## src/rtl/core/erm_pkg.sv

```systemverilog
// erm_pkg: shared widths, types and helper functions for the euler to rotation matrix unit
// no dependencies; imported by every module of the block
`default_nettype none

package erm_pkg;

    localparam int ANGLE_WIDTH  = 16;
    localparam int ENTRY_WIDTH  = 16;
    localparam int CORDIC_STEPS = 16;

    localparam int FRAC        = 30;
    localparam int ANGLE_SHIFT = FRAC - (ANGLE_WIDTH - 3);
    localparam int CW          = 34;
    localparam int SC_W        = 32;
    localparam int PROD_W      = 64;
    localparam int SUM_W       = 66;
    localparam int ENTRY_SHIFT = 2 * FRAC - (ENTRY_WIDTH - 2);
    localparam int NUM_ENTRIES = 9;
    localparam int TABLE_LEN   = 30;
    localparam int IDX_W       = 5;

    localparam int IN_W   = ((3 * ANGLE_WIDTH + 7) / 8) * 8;
    localparam int OUT_W  = ((NUM_ENTRIES * ENTRY_WIDTH + 7) / 8) * 8;

    localparam logic signed [CW-1:0] GAIN_Q30    = CW'(64'sd652032874);
    localparam logic signed [CW-1:0] PI_Q30      = CW'(64'sd3373259426);
    localparam logic signed [CW-1:0] HALF_PI_Q30 = CW'(64'sd1686629713);

    localparam logic signed [PROD_W-1:0] HALF_Q30 = PROD_W'(64'sd1) <<< (FRAC - 1);
    localparam logic signed [SUM_W-1:0]  HALF_OUT = SUM_W'(64'sd1) <<< (ENTRY_SHIFT - 1);
    localparam logic signed [SUM_W-1:0]  ONE_OUT  = SUM_W'(64'sd1) <<< (ENTRY_WIDTH - 2);

    localparam logic [31:0] ATAN_TBL [TABLE_LEN] = '{
        32'd843314857, 32'd497837830, 32'd263043837, 32'd133525159, 32'd67021687,
        32'd33543516,  32'd16775851,  32'd8388437,   32'd4194283,   32'd2097149,
        32'd1048576,   32'd524288,    32'd262144,    32'd131072,    32'd65536,
        32'd32768,     32'd16384,     32'd8192,      32'd4096,      32'd2048,
        32'd1024,      32'd512,       32'd256,       32'd128,       32'd64,
        32'd32,        32'd16,        32'd8,         32'd4,         32'd2
    };

    typedef struct packed {
        logic signed [CW-1:0] x;
        logic signed [CW-1:0] y;
        logic signed [CW-1:0] z;
        logic                 flip;
    } rot_t;

    typedef struct packed {
        logic           valid;
        rot_t [2:0]     rot;
    } cell_t;

    typedef logic [ENTRY_WIDTH-1:0] entry_t;
    typedef entry_t [NUM_ENTRIES-1:0] matrix_t;

    function automatic logic signed [CW-1:0] atan_q30(input logic [IDX_W-1:0] idx);
        return CW'(ATAN_TBL[idx]);
    endfunction

    function automatic entry_t to_entry(input logic signed [SUM_W-1:0] v);
        logic signed [SUM_W-1:0] t;
        t = (v + HALF_OUT) >>> ENTRY_SHIFT;
        if (t > ONE_OUT) begin
            t = ONE_OUT;
        end else if (t < -ONE_OUT) begin
            t = -ONE_OUT;
        end
        return t[ENTRY_WIDTH-1:0];
    endfunction

endpackage

`default_nettype wire

```

## src/rtl/core/erm_cordic_cell.sv

```systemverilog
// erm_cordic_cell: one rotation step of the cordic for all three angles, registered
// depends on erm_pkg
`default_nettype none

module erm_cordic_cell
    import erm_pkg::*;
(
    input  wire logic             aclk,
    input  wire logic             aresetn,
    input  wire logic             en,
    input  wire logic [IDX_W-1:0] step,
    input  wire cell_t            cell_in,
    output cell_t                 cell_out
);

    cell_t cell_reg;
    cell_t cell_next;
    logic signed [CW-1:0] angle_step;

    always_comb begin
        angle_step = atan_q30(step);
        cell_next  = cell_in;
        for (int a = 0; a < 3; a++) begin
            if (!cell_in.rot[a].z[CW-1]) begin
                cell_next.rot[a].x = cell_in.rot[a].x - (cell_in.rot[a].y >>> step);
                cell_next.rot[a].y = cell_in.rot[a].y + (cell_in.rot[a].x >>> step);
                cell_next.rot[a].z = cell_in.rot[a].z - angle_step;
            end else begin
                cell_next.rot[a].x = cell_in.rot[a].x + (cell_in.rot[a].y >>> step);
                cell_next.rot[a].y = cell_in.rot[a].y - (cell_in.rot[a].x >>> step);
                cell_next.rot[a].z = cell_in.rot[a].z + angle_step;
            end
        end
    end

    always_ff @(posedge aclk) begin
        if (!aresetn) begin
            cell_reg.valid <= 1'b0;
        end else if (en) begin
            cell_reg <= cell_next;
        end
    end

    assign cell_out = cell_reg;

endmodule

`default_nettype wire

```

## config.mk

```make
export PLATFORM = sky130hd
export DESIGN_NAME = erm_cordic_cell
export DESIGN_NICKNAME = d
export VERILOG_FILES = /design/src/rtl/core/erm_pkg.sv /design/src/rtl/core/erm_cordic_cell.sv
export SDC_FILE = /design/constraint.sdc
export NUM_CORES = 2
export LEC_CHECK = 0
export BUFFER_PORTS_ARGS = -buffer_cell sky130_fd_sc_hd__buf_4
export CAP_MARGIN = 20
export CORE_ASPECT_RATIO = 0.9
export CORE_MARGIN = 5
export CORE_UTILIZATION = 50
export CTS_BUF_LIST = sky130_fd_sc_hd__clkbuf_4 sky130_fd_sc_hd__clkbuf_8
export DETAILED_ROUTE_END_ITERATION = 16
export HOLD_SLACK_MARGIN = 0.05
export MAX_ROUTING_LAYER = met4
export PLACE_DENSITY = 0.79
export SLEW_MARGIN = 40
export SYNTH_ARGS = -nofsm -noshare
export SYNTH_HDL_FRONTEND = slang
export SYNTH_SLANG_ARGS = --single-unit
```

## constraint.sdc

```tcl
create_clock -name aclk -period 26.2 [get_ports aclk]
set_clock_uncertainty 0.2 [all_clocks]
set_input_delay 5.24 -clock aclk [delete_from_list [all_inputs] [get_ports aclk]]
set_output_delay 5.24 -clock aclk [all_outputs]
set_load 0.005 [all_outputs]
```

==> impl_metrics.ini <==
[logic_synthesis]
synthesis.area_sq_mm = 0.0443
synth-warning-count = 0
synth-seq-cells = 310
synthDistinctLibCells = 101
netlist_top_cells_area = edfxtp_1 (21%), mux4_2 (11%), ha_1 (8.9%)
synth_top_area_share = 0.209
ys_async_sr_fraction = 0
ys.flop_type = edfxtp_1
yosysSeqAreaShare = 0.210
synth_edf_count = 309
yosys.area.top_type = edfxtp_1
syn-instance-count = 4884
avgSynthCellArea_sq_um = 9.07
syn-num-nets = 5525

[timing]
worst_pin_slew_ps = 944
finalCritPeriodShare = 0.487
slew_violations = 0
fmax_ghz = 0.0783
slew_headroom = 0.371
hold_viol = 0
rsz0062_at_grt = no
finalSetupTns_ps = 0
setup_viol_count_final = 0
min_period_ps = 12770

[cells_and_area]
drive_gt1_frac = 0.224
nets = 6003
fillers = 7789
multi_input_area_sq_mm = 0.0332
area_delta_synth_final_pct = 14.5
layout_commonest_cell = buf_4
largest_reg_flops = 310
layout_common_cells = buf_4 (677), nor2_1 (412), a21oi_1 (399)
register_area_sq_mm = 0.00930

[clocking]
h-tree-depth = 2
clock-root-buffer = clkbuf_8
post_cts.repair.setup_buffers = 0
cts_buffers = 52
post_cts_resized = 0
clkLatencyLatePin_ps = 730
clk_pin_slew_ps = 60
clock_path_buffers = 3
tritoncts = done
cts_hold_buf = 0
cts_sinks = 310

[placed_design]
hpwl_mm = 148
place_congestion = 1.05
port_buffers = 627

[setup_path]
cp_cell_sequence = buf_8, buf_4, buf_4, mux4_2, a22oi_1, o21ai_0, a221oi_1, nand3_1, nor4_1, nand2_1, nor3_1, mux2i_1, o21ai_0, ha_1, a2111oi_0, o21ai_0, o221a_2, o21ai_0, nand2b_1, a2111oi_0, o31ai_1, xnor2_1
startpoint_type = primary input
critPathKind = primary input to flip-flop
critical_path.endpoint_type = flip-flop
r2r_cells = 2
cpMostUsedCell = o21ai_0
slowest_stage = buf_4
r2r_slack_ps = 25400
cp.arrival_ps = 13020
r2r_start = cell_out[309]$_SDFFE_PN0P_
cp_data_required_time_ps = 26450
max_stage_delay_ps = 670
crit_buf_inv = 3
worstPathMaxFanout = 65
crit_family = compound AO/OA/AOI/OAI gates
r2r_end = cell_out[309]$_SDFFE_PN0P_

[power]
switchingPower_mw = 1.15
p_clk_frac = 0.167
p_leak_nw = 20.9
p_comb_frac = 0.570
swShare = 0.420
internal_power_mw = 1.58
p_total_mw = 2.73
pwr-share-seq = 0.263
ir_worst_vdd_mv = 0.0471
powerDensity_mw_per_mm2 = 53.8

[grt]
grt.overflow.total = 0
grt_pass1_vias = 42615
grt_max_degree = 100
antenna_found_initial = 5
grt_pass1_wl_mm = 276
track_usage = 0.392

[die]
die_h_um = 292
initial_core_util = 0.505
coreArea_sq_mm = 0.0878
row_count = 103
dieWidth_um = 324
io_pins = 628
die_area_sq_mm = 0.0947

[route]
drt-initial-drc-count = 6205
wl_mm = 190
vias_per_cell = 6.83
drt_pass1_iterations = 10
ant_nets = 0
vias = 44850
routedWlPerCell_um = 28.9
drc_errors = 0

[flow_run]
max_cap_violations = 0

[min_path]
holdPathEnd = cell_out[309]$_SDFFE_PN0P_
whs_path_depth = 2
min_path_type = flip-flop to flip-flop
hold_start = cell_out[309]$_SDFFE_PN0P_

[status]
status = complete, no violations
[power groups by stage]
stage	sequential [mW]	combinational, mW	clock, mW
floorplan	0.736	0.991	0
global placement	0.727	1.49	0
detailed placement	0.728	1.51	0
CTS	0.719	1.52	0.463
global route	0.724	1.67	0.485
finish	0.718	1.55	0.455
[tightest hold or removal path: stages (launching register included)]
cell     delay, ps
dfxtp_1        310
mux2i_1        120
nor2b_1         60
[through the flow]
step	hold WS (ps)	cell area (sq um)	std cells	utilization	worst slack (ps)
4_1_cts	337	50600	6553	0.576	13270
6_report	336	50700	6566	0.578	13430
5_1_grt	355	50700	6562	0.578	12700
3_5_place_dp	314	49500	6459	0.564	12580
3_3_place_gp	312	49500	6456	0.564	12610
2_1_floorplan	307	44300	4884	-	13080
[synth_stat cells (all sizes together) (94+ instances only)]
| cell | n |
|---|---|
| mux2i | 164 |
| ha | 314 |
| nor2 | 417 |
| buf | 150 |
| edfxtp | 309 |
| a21oi | 399 |
| clkbuf | 120 |
| xor2 | 188 |
| o21ai | 241 |
| inv | 124 |
| a21o | 149 |
| xnor2 | 309 |
| a31oi | 94 |
| nand2 | 357 |
| mux2 | 126 |
| mux4 | 221 |
[area by class of cell]
class / instances / area share
Antenna cell: 9 / 0.000444
Clock buffer: 69 / 0.0166
Clock inverter: 25 / 0.00385
Inverter: 125 / 0.00930
Multi-Input combinational cell: 4178 / 0.654
Sequential cell: 310 / 0.183
Tap cell: 1155 / 0.0285
Timing Repair Buffer: 695 / 0.104
[metal layers]
metal  vias to the layer above  global-route usage  share of wire
li1                      19747                   -              -
met1                     21458               0.501           0.39
met2                      3069               0.599           0.44
met3                       576              0.0888           0.12
met4                         0               0.173          0.054
met5                         -                   -              0
[cell families after synthesis]
family                   after synthesis  synth area share
AO/OA/AOI/OAI                       1506             0.225
XOR/XNOR                             497            0.0983
adder cells (fa/ha/maj)              323            0.0927
buffers and inverters                396            0.0451
flip-flops                           310             0.210
multiplexers                         511             0.182
AND/OR/NAND/NOR                     1341             0.146
[worst max-delay path by stage]
stage	from	endpoint	slack [ps]	cells past startpoint
floorplan	en	cell_out[0]$_DFFE_PP_	13080	1
global placement	step[1]	cell_out[205]$_DFFE_PP_	12610	22
detailed placement	step[1]	cell_out[205]$_DFFE_PP_	12580	22
CTS	step[1]	cell_out[205]$_DFFE_PP_	13270	22
global route	step[0]	cell_out[205]$_DFFE_PP_	12700	22
finish	step[0]	cell_out[205]$_DFFE_PP_	13430	22
No activity file was read; power rests on OpenSTA's default activity.
